**src/rtl/plic_pkg.sv**
```systemverilog
// Shared types and codes for the pinned LRU image cache.
// Used by plic_cell and pinned_lru_image_cache_unit; no dependencies.
package plic_pkg;

    localparam logic [2:0] ST_HIT       = 3'd0;
    localparam logic [2:0] ST_MISS      = 3'd1;
    localparam logic [2:0] ST_STORED    = 3'd2;
    localparam logic [2:0] ST_ABSENT    = 3'd3;
    localparam logic [2:0] ST_NO_VICTIM = 3'd4;

    localparam logic REQ_LOOKUP = 1'b0;
    localparam logic REQ_STORE  = 1'b1;

    typedef struct packed {
        logic        valid;
        logic [31:0] key;
        logic [13:0] width;
        logic [13:0] height;
        logic [31:0] handle;
        logic [63:0] stamp;
    } t_entry;

    typedef struct packed {
        logic        fill;
        logic        touch;
        logic [31:0] key;
        logic [13:0] width;
        logic [13:0] height;
        logic [31:0] handle;
        logic [63:0] stamp;
    } t_wr;

endpackage

```
**src/rtl/plic_cell.sv**
```systemverilog
// One cache entry cell: holds an entry and passes the scan token to its neighbor.
// Depends on plic_pkg.
module plic_cell (
    input  logic           i_clk,
    input  logic           i_rst_n,
    input  logic           i_tok,
    output logic           o_tok,
    input  logic           i_sel,
    input  plic_pkg::t_wr  i_wr,
    output plic_pkg::t_entry o_entry
);
    import plic_pkg::*;

    logic        r_tok;
    logic        r_valid;
    logic [31:0] r_key;
    logic [13:0] r_width;
    logic [13:0] r_height;
    logic [31:0] r_handle;
    logic [63:0] r_stamp;

    always_ff @(posedge i_clk) begin
        if (!i_rst_n) begin
            r_tok   <= 1'b0;
            r_valid <= 1'b0;
        end else begin
            r_tok <= i_tok;
            if (i_sel && i_wr.fill) begin
                r_valid <= 1'b1;
            end
        end
    end

    always_ff @(posedge i_clk) begin
        if (i_sel && i_wr.fill) begin
            r_key    <= i_wr.key;
            r_width  <= i_wr.width;
            r_height <= i_wr.height;
            r_handle <= i_wr.handle;
        end
        if (i_sel && (i_wr.fill || i_wr.touch)) begin
            r_stamp <= i_wr.stamp;
        end
    end

    assign o_tok = r_tok;

    // drive the shared bus only while holding the token
    always_comb begin
        o_entry = '0;
        if (r_tok) begin
            o_entry.valid  = r_valid;
            o_entry.key    = r_key;
            o_entry.width  = r_width;
            o_entry.height = r_height;
            o_entry.handle = r_handle;
            o_entry.stamp  = r_stamp;
        end
    end

endmodule

```
**config.mk**
```make
export PLATFORM = sky130hd
export DESIGN_NAME = plic_cell
export DESIGN_NICKNAME = d
export VERILOG_FILES = /design/src/rtl/plic_pkg.sv /design/src/rtl/plic_cell.sv
export SDC_FILE = /design/constraint.sdc
export NUM_CORES = 1
export LEC_CHECK = 0
export BUFFER_PORTS_ARGS = -buffer_cell sky130_fd_sc_hd__buf_2
export CAP_MARGIN = 5
export CORE_AREA = 2 2 125 127
export CTS_CLUSTER_DIAMETER = 200
export DETAILED_ROUTE_END_ITERATION = 12
export DIE_AREA = 0 0 127 129
export PLACE_DENSITY = 0.71
export SLEW_MARGIN = 20
export SYNTH_ARGS = -nofsm -noshare
export SYNTH_HDL_FRONTEND = slang
export SYNTH_SLANG_ARGS = --single-unit
```
**constraint.sdc**
```tcl
create_clock -name i_clk -period 6.8 [get_ports i_clk]
set_input_delay 1.36 -clock i_clk [delete_from_list [all_inputs] [get_ports i_clk]]
set_output_delay 1.36 -clock i_clk [all_outputs]
set_load 0.01 [all_outputs]
```
# Word-level counts from Yosys, hierarchy flattened
# Index checks and enable logic that the tools add are counted.
[word_totals]
reg_bits = 158
in_bits = 162
output_inout_bits = 158
word_cells = 11
[classes]
muxes = 1
reduce_logical = 3
[ops]
columns = ["op", "count"]
rows = [
  ["2-to-1 mux 157 bit", 1],
  ["logical AND 1 bit", 2],
  ["logical OR 1 bit", 1],
]

# Longest topological paths before layout
# Gate-level depths: netlist of run 1.
[depth]
depth_word = 2
ltp_mapped = 3
depth_no_buf = 2

# Least setup slack after synthesis of run 1
# No wires, ideal clock.
[synth_timing]
path_type = "input port to flip-flop"
startpoint = "input i_wr[157] (netlist bit)"
endpoint = "register r_handle[0] (enable)"
setup_time_ns = 0.461
t_arrival_ns = 3.507
required_ns = 6.339
setup_slack_ns = 2.831
cell_stages = 1
n_path_buf = 0
path_cell_list = "and2_1"
[synth_between]
elab_chain_len = 1
[synth_lines]
columns = ["element", "line", "rtl"]
rows = [
  ["from (decl)", "plic_cell.sv:9", "input plic_pkg::t_wr i_wr,"],
  ["logical AND 1 bit", "plic_cell.sv:35", "if (i_sel && i_wr.fill) begin"],
  ["to (signal assigned)", "plic_cell.sv:39", "r_handle <= i_wr.handle;"],
  ["to (decl)", "plic_cell.sv:19", "logic [31:0] r_handle;"],
]
# Every way passes these cells.
# A chain may end at the register's enable or synchronous reset.

==> impl_metrics.env, run 1 <==
export IMPL_gp_congestion=0.742
export IMPL_min_to="r_valid"
export IMPL_worst_pin_slew_ns=0.734
export IMPL_yosysWarningCount=0
export IMPL_grt_max_degree=159
export IMPL_status="complete, no violations"
export IMPL_netlist_area_leader_share=0.793
export IMPL_synth_xor_area_frac=0
export IMPL_final_max_slew_viol_count=0
export IMPL_core_area_um2=15000
export IMPL_cts_tree="done"
export IMPL_yosys_area_top_type="edfxtp_1"
export IMPL_pin_count=320
export IMPL_routed_wl_mm=13.1
export IMPL_critPathRequiredTime_ns=5.44
export IMPL_cp_num_buf_inv=2
export IMPL_max_stage_delay_ns=0.68
export IMPL_finalSetupViolations=0
export IMPL_yosysUniqueCellTypes=7
export IMPL_synth_nets=498
export IMPL_rrSetupSlack_ns=6.23
export IMPL_initial_utilization=0.395
export IMPL_drv_cap=0
export IMPL_power_total_mw=2.33
export IMPL_viasPerCell=4.43
export IMPL_drt_iter0_drc=179
export IMPL_clock_tree_buffer_depth=2
export IMPL_cp_slowest_cell="dfxtp_4"
export IMPL_cts_sinks=158
export IMPL_layout_commonest_cell="buf_2"
export IMPL_crit_arrival_ns=1.78
export IMPL_overflow=0
export IMPL_grt_pass1_vias=3803
export IMPL_min_delay_start="r_valid"
export IMPL_clk_latency_ns=0.41
export IMPL_synthSimpleGateAreaFrac=0.168
export IMPL_ir_drop_v=0.000170
export IMPL_synthTopCellsByArea="edfxtp_1 79%, and2_1 17%, buf_6 2.7%"
export IMPL_die_area_um2=16400
export IMPL_finalCritPeriodShare=0.461
export IMPL_placed_area_um2=7590
export IMPL_grt_pass1_wl_mm=19.3
export IMPL_synth_area_um2=5910
export IMPL_mostFrequentLayoutCells="319 x buf_2, 158 x and2_1, 156 x edfxtp_1, 17 x clkbuf_16, 4 x bufinv_16"
export IMPL_ys_seq_area_frac=0.799
export IMPL_final_core_util=0.550
export IMPL_cts_buffers_inserted=17
export IMPL_fin_nets=822
export IMPL_ctsHoldBuffers=0
export IMPL_ctsResizeCount=0
export IMPL_drc=0
export IMPL_rsz0062_at_grt="false"
export IMPL_antenna_found_initial=0
export IMPL_postCtsSetupBuffers=0
export IMPL_n_antenna_cell=0
export IMPL_avgSynthCellArea_um2=17.6
export IMPL_crit_family="flip-flops"
export IMPL_ff2ff_path_depth=1
export IMPL_fin_crit_ns=3.14
export IMPL_wl_per_cell_um=15.3
export IMPL_final_setup_tns_ns=0
export IMPL_worstSetupPathType="register to primary output"
export IMPL_place_hpwl_mm=9.43
export IMPL_placementRows=45
export IMPL_skew_ns=0
export IMPL_muxShareOfSynthArea=0
export IMPL_fmax_mhz=319
export IMPL_cts_root_buf="clkbuf_16"
export IMPL_maxSlewHeadroom=0.511
export IMPL_path_max_fanout=87
export IMPL_endpoint_kind="primary output"
export IMPL_cp_start_kind="register"
export IMPL_vias=3813
export IMPL_p_leak_nw=3.72
export IMPL_final_area_um2=8230
export IMPL_path_cells="buf_16, and2_1, buf_2"
export IMPL_powerDensity_nw_per_um2=283
export IMPL_synth_compound_area_frac=0.00254
export IMPL_track_usage=0.157
export IMPL_ys_ff_latch=158
export IMPL_hold_class="register to register"
export IMPL_reg2reg_to="r_valid"
export IMPL_htreeDepth=4
export IMPL_first_pass_iters=6
export IMPL_ant_nets=0
export IMPL_fp_dieW_um=127
export IMPL_die_h_um=129
export IMPL_synthesis_instances=336
export IMPL_crit_start="o_tok"
export IMPL_layout_drive_gt1_share=0.526
export IMPL_r2r_start="r_valid"
export IMPL_finalHoldViolCount=0
export IMPL_port_buffers=319
export IMPL_hold_depth=1
export IMPL_path_clk_slew_ns=0.06
export IMPL_areaGrowthSynthToFinish_pct=39.3
export IMPL_synth_adder_area_share=0
export IMPL_synth_top_family_by_area="simple AND/OR/NAND/NOR gates"
routing by layer:
| layer | GRT usage | wire, um | vias up |
|---|---|---|---|
| met1 | 0.177 | 5070 | 1757 |
| met5 | 0 | 0 | - |
| li1 | - | - | 1820 |
| met3 | 0.0694 | 1290 | 26 |
| met4 | 0.0795 | 340 | 0 |
| met2 | 0.255 | 6440 | 210 |
registers in the layout (all words and copies together), names as in the netlist:
signal	count
r_stamp	64
r_key	32
r_height	14
r_valid	1
r_width	14
o_tok	1
r_handle	32
worst max path at each step:
stage	slack, ns	cells after the start	endpoint
final	3.66	3	o_entry[82]
after global routing	3.49	3	o_entry[27]
after CTS	3.37	2	o_entry[97]
after detailed placement	3.75	3	r_height[6]
after global placement	3.80	3	r_key[2]
after floorplan	2.83	1	r_handle[0]
cell type report:
| class | instances | area, um^2 |
|---|---|---|
| clock inverter | 14 | 188 |
| fill | 1240 | 6740 |
| timing repair buffer | 322 | 1640 |
| sequential | 158 | 4730 |
| multi-input combinational | 161 | 1010 |
| tap | 188 | 235 |
| clock buffer | 18 | 429 |
report_power, final:
| part | internal (mW) | switching, mW |
|---|---|---|
| registers | 1.15 | 0.0197 |
| clock network | 0.614 | 0.375 |
| logic | 0.0819 | 0.0865 |
per-stage QoR:
stage	hold WS, ns	setup WS (ns)	std cells
after CTS	0.461	3.37	860
after floorplan	0.432	2.83	336
after global routing	0.506	3.49	861
final	0.456	3.66	861
after global placement	0.444	3.80	828
after detailed placement	0.446	3.75	828
Yosys cell counts:
| library cell | n |
|---|---|
| clkbuf_4 | 1 |
| dfxtp_1 | 2 |
| buf_2 | 2 |
| buf_6 | 14 |
| o21a_1 | 2 |
| edfxtp_1 | 156 |
| and2_1 | 159 |
cell families after synthesis:
kind of cell	Yosys count
DFF	158
and+or+nand+nor	159
buffers and inverters	17
AOI/OAI and AO/OA	2
(Power assumes the default switching activity.)
==> run 2: changes to the inputs <==
- clock period: 6.8 -> 3.16 ns (I/O delays scaled with it)
==> impl_metrics.env, run 2 (same netlist as run 1, synthesis figures left out) <==
export IMPL_status="complete, no violations"
export IMPL_gp_congestion=0.731
export IMPL_holdWs_ns=0.385
export IMPL_finalCritPeriodShare=0.793
export IMPL_ant_nets=0
export IMPL_drc=0
export IMPL_largest_register_ffs=64
export IMPL_fp_dieW_um=127
export IMPL_port_buffers=319
export IMPL_pin_count=320
export IMPL_worst_pin_slew_ns=0.650
export IMPL_final_max_slew_viol_count=0
export IMPL_skew_ns=0
export IMPL_drv_cap=0
export IMPL_cts_root_buf="clkbuf_16"
export IMPL_crit_arrival_ns=1.87
export IMPL_grt_pass1_wl_mm=19.0
export IMPL_clock_tree_buffer_depth=2
export IMPL_finalHoldViolCount=0
export IMPL_place_ws_ns=1.07
export IMPL_die_h_um=129
export IMPL_ctsHoldBuffers=0
export IMPL_core_area_um2=15000
export IMPL_hold_class="primary input to register"
export IMPL_cts_sinks=158
export IMPL_ctsResizeCount=0
export IMPL_layout_drive_gt1_share=0.518
export IMPL_cts_buffers_inserted=17
export IMPL_final_cells=862
export IMPL_place_inst=830
export IMPL_grt_pass1_vias=3759
export IMPL_maxSlewHeadroom=0.567
export IMPL_fin_nets=823
export IMPL_viasPerCell=4.42
export IMPL_htreeDepth=4
export IMPL_wl_per_cell_um=15.2
export IMPL_regMostFlops="r_stamp"
export IMPL_cp_start_kind="register"
export IMPL_die_area_um2=16400
export IMPL_grt_max_degree=84
export IMPL_routed_wl_mm=13.1
export IMPL_initial_utilization=0.395
export IMPL_endpoint_kind="primary output"
export IMPL_ir_drop_v=0.000459
export IMPL_postCtsSetupBuffers=0
export IMPL_vias=3814
export IMPL_placementRows=45
export IMPL_cts_tree="done"
export IMPL_power_total_mw=4.87
export IMPL_layout_commonest_cell="buf_2"
export IMPL_p_leak_nw=3.71
export IMPL_fmax_mhz=399
export IMPL_largestRegisters="r_stamp x64, r_handle x32, r_key x32"
export IMPL_drt_iter0_drc=144
export IMPL_n_antenna_cell=0
export IMPL_track_usage=0.155
export IMPL_areaGrowthSynthToFinish_pct=38.9
export IMPL_mostFrequentLayoutCells="319 x buf_2, 158 x and2_1, 156 x edfxtp_1, 17 x clkbuf_16, 5 x clkbuf_1"
export IMPL_clk_latency_ns=0.41
export IMPL_antenna_found_initial=1
export IMPL_fin_crit_ns=2.51
export IMPL_rsz0062_at_grt="false"
export IMPL_path_max_fanout=83
export IMPL_path_clk_slew_ns=0.06
export IMPL_finalSetupViolations=0
export IMPL_final_setup_tns_ns=0
export IMPL_overflow=0
export IMPL_critPathRequiredTime_ns=2.53
export IMPL_worstSetupPathType="register to primary output"
export IMPL_fin_ws_ns=0.655
export IMPL_first_pass_iters=4
export IMPL_powerDensity_nw_per_um2=593
export IMPL_nFillCells=1246
## run 2: cell count changes in the layout (fill, tap and decap cells not counted), sizes merged
cell,before,now
clkinvlp,2,0
inv,3,0
clkbuf,18,22
buf,322,323
bufinv,4,3
clkinv,5,7
## run 2: metrics by stage
| step | util | instance area [um^2] |
|---|---|---|
| floorplan | - | 5910 |
| finish | 0.548 | 8210 |
| global route | 0.548 | 8210 |
| CTS | 0.548 | 8210 |
| global placement | 0.510 | 7640 |
| detailed placement | 0.510 | 7640 |
## run 2: power by group
part	total, mW	switching, mW	internal, mW
combinational	0.366	0.186	0.180
sequential	2.52	0.0432	2.48
clock	1.98	0.747	1.23
## run 2: worst max-delay path: stages, from the launching register on
cell	delay (ns)
dfxtp_4	0.72
buf_12	0.30
and2_1	0.21
buf_2	0.14
## run 2: cell type report
class | instances | area (um^2) | share of cell area
Sequential cell | 158 | 4730 | 0.576
Multi-Input combinational cell | 161 | 1010 | 0.123
Timing Repair Buffer | 323 | 1660 | 0.203
Tap cell | 188 | 235 | 0.0287
Clock inverter | 10 | 124 | 0.0151
Clock buffer | 22 | 444 | 0.0541
## run 2: path summary, 6_finish.rpt
path              depth (start not counted)  slack, ns            to      from
setup / recovery                          3       0.65  o_entry[105]     o_tok
hold / removal                            1       0.38   r_stamp[43]  i_wr[43]
setup reg to reg                          1       2.58       r_valid   r_valid
hold reg to reg                           1       0.47       r_valid   r_valid
## run 2: layer usage
layer | part of all wire | wire length, um | GRT usage | vias up
met5 | 0 | 0 | 0 | -
met4 | 0.021 | 274 | 0.0627 | 0
met3 | 0.095 | 1250 | 0.0723 | 26
met2 | 0.50 | 6620 | 0.260 | 199
met1 | 0.38 | 4980 | 0.171 | 1769
li1 | - | - | - | 1820
==> run 3: changes to the inputs <==
- CORE_AREA: 2 2 125 127 -> unset
- CORE_MARGIN: unset -> 2
- CORE_UTILIZATION: unset -> 40
- DIE_AREA: 0 0 127 129 -> unset
- PLACE_DENSITY: 0.71 -> 0.75
- clock period: 3.16 -> 2.3 ns (I/O delays scaled with it)
==> impl_metrics.env, run 3 (same netlist as run 1, synthesis figures left out) <==
export IMPL_path_max_fanout=158
export IMPL_nFillCells=1212
export IMPL_htreeDepth=4
export IMPL_first_pass_iters=4
export IMPL_areaGrowthSynthToFinish_pct=39.6
export IMPL_cp_slowest_cell="dfxtp_4"
export IMPL_gp_congestion=0.803
export IMPL_track_usage=0.167
export IMPL_port_buffers=319
export IMPL_fin_crit_ns=2.01
export IMPL_multiInputGateArea_um2=1010
export IMPL_fin_nets=823
export IMPL_die_area_um2=15800
export IMPL_critPathRequiredTime_ns=1.84
export IMPL_mostFrequentLayoutCells="319 x buf_2, 158 x and2_1, 156 x edfxtp_1, 17 x clkbuf_16"
export IMPL_ir_drop_v=0.000546
export IMPL_layout_commonest_cell="buf_2"
export IMPL_path_clk_slew_ns=0.06
export IMPL_routed_wl_mm=13.3
export IMPL_grt_pass1_wl_mm=19.9
export IMPL_core_area_um2=14500
export IMPL_overflow=0
export IMPL_grt_max_degree=159
export IMPL_die_h_um=126
export IMPL_cts_root_buf="clkbuf_16"
export IMPL_p_leak_nw=3.73
export IMPL_crit_arrival_ns=1.55
export IMPL_final_area_um2=8250
export IMPL_fin_ws_ns=0.288
export IMPL_status="complete, no violations"
export IMPL_placementRows=44
export IMPL_cts_tree="done"
export IMPL_holdWs_ns=0.219
export IMPL_fmax_mhz=497
export IMPL_pin_count=320
export IMPL_final_max_slew_viol_count=0
export IMPL_regMostFlops="r_stamp"
export IMPL_ant_nets=0
export IMPL_largest_register_ffs=64
export IMPL_place_ws_ns=0.624
export IMPL_n_antenna_cell=0
export IMPL_vias=3859
export IMPL_hold_class="primary input to register"
export IMPL_ff_latch_area_um2=4730
export IMPL_postCtsSetupBuffers=0
export IMPL_clk_latency_ns=0.40
export IMPL_path_cells="buf_12, and2_1, buf_2"
export IMPL_largestRegisters="r_stamp x64, r_handle x32, r_key x32"
export IMPL_finalSetupViolations=0
export IMPL_ctsHoldBuffers=0
export IMPL_maxSlewHeadroom=0.636
export IMPL_wl_per_cell_um=15.5
export IMPL_rsz0062_at_grt="false"
export IMPL_final_setup_tns_ns=0
export IMPL_clock_tree_buffer_depth=2
export IMPL_fp_dieW_um=126
export IMPL_placed_area_um2=7650
export IMPL_antenna_found_initial=0
export IMPL_finalCritPeriodShare=0.875
export IMPL_viasPerCell=4.50
export IMPL_finalHoldViolCount=0
export IMPL_worst_pin_slew_ns=0.546
export IMPL_cp_start_kind="register"
export IMPL_layout_drive_gt1_share=0.523
export IMPL_cts_buffers_inserted=17
export IMPL_skew_ns=0
export IMPL_worstSetupPathType="register to primary output"
export IMPL_powerDensity_nw_per_um2=828
export IMPL_initial_utilization=0.408
export IMPL_grt_pass1_vias=3941
export IMPL_drt_iter0_drc=174
export IMPL_drc=0
export IMPL_drv_cap=0
export IMPL_ctsResizeCount=0
export IMPL_cts_sinks=158
export IMPL_endpoint_kind="primary output"
export IMPL_max_stage_delay_ns=0.35
[run 3: layout make-up]
class	count	area share
flip-flops and latches	158	0.573
clock inverters	12	0.0205
clock buffers	19	0.0525
well taps	184	0.0279
multi-input cells	161	0.123
repair buffers	323	0.203
[run 3: final timing paths]
check / start / endpoint / slack (ns) / cells after the start
max reg2reg: r_valid / r_valid / 1.71 / 1
max: o_tok / o_entry[116] / 0.29 / 3
min reg2reg: r_valid / r_valid / 0.48 / 1
min: i_wr[36] / r_stamp[36] / 0.22 / 1
[run 3: through the flow]
stage / power, mW / util / cells
6_report: 6.83 / 0.570 / 857
2_1_floorplan: 3.74 / - / 336
4_1_cts: 6.90 / 0.570 / 857
3_3_place_gp: 4.02 / 0.528 / 826
5_1_grt: 7.09 / 0.570 / 857
3_5_place_dp: 4.05 / 0.528 / 826
[run 3: report_power, final]
part / switching [mW] / internal, mW
Sequential: 0.0510 / 3.41
Clock: 1.06 / 1.80
Combinational: 0.269 / 0.250
[run 3: critical path: cells and delay by family, from the launching register on]
family | cells | cell delay [ns]
flip-flops | 1 | 0.35
AND/OR/NAND/NOR | 1 | 0.24
buffers and inverters | 2 | 0.45
[run 3: layer usage]
layer / part of all wire / up-vias / GRT usage
li1: - / 1819 / -
met1: 0.39 / 1804 / 0.193
met2: 0.49 / 207 / 0.274
met3: 0.087 / 29 / 0.0595
met4: 0.032 / 0 / 0.0837
met5: 0 / - / 0
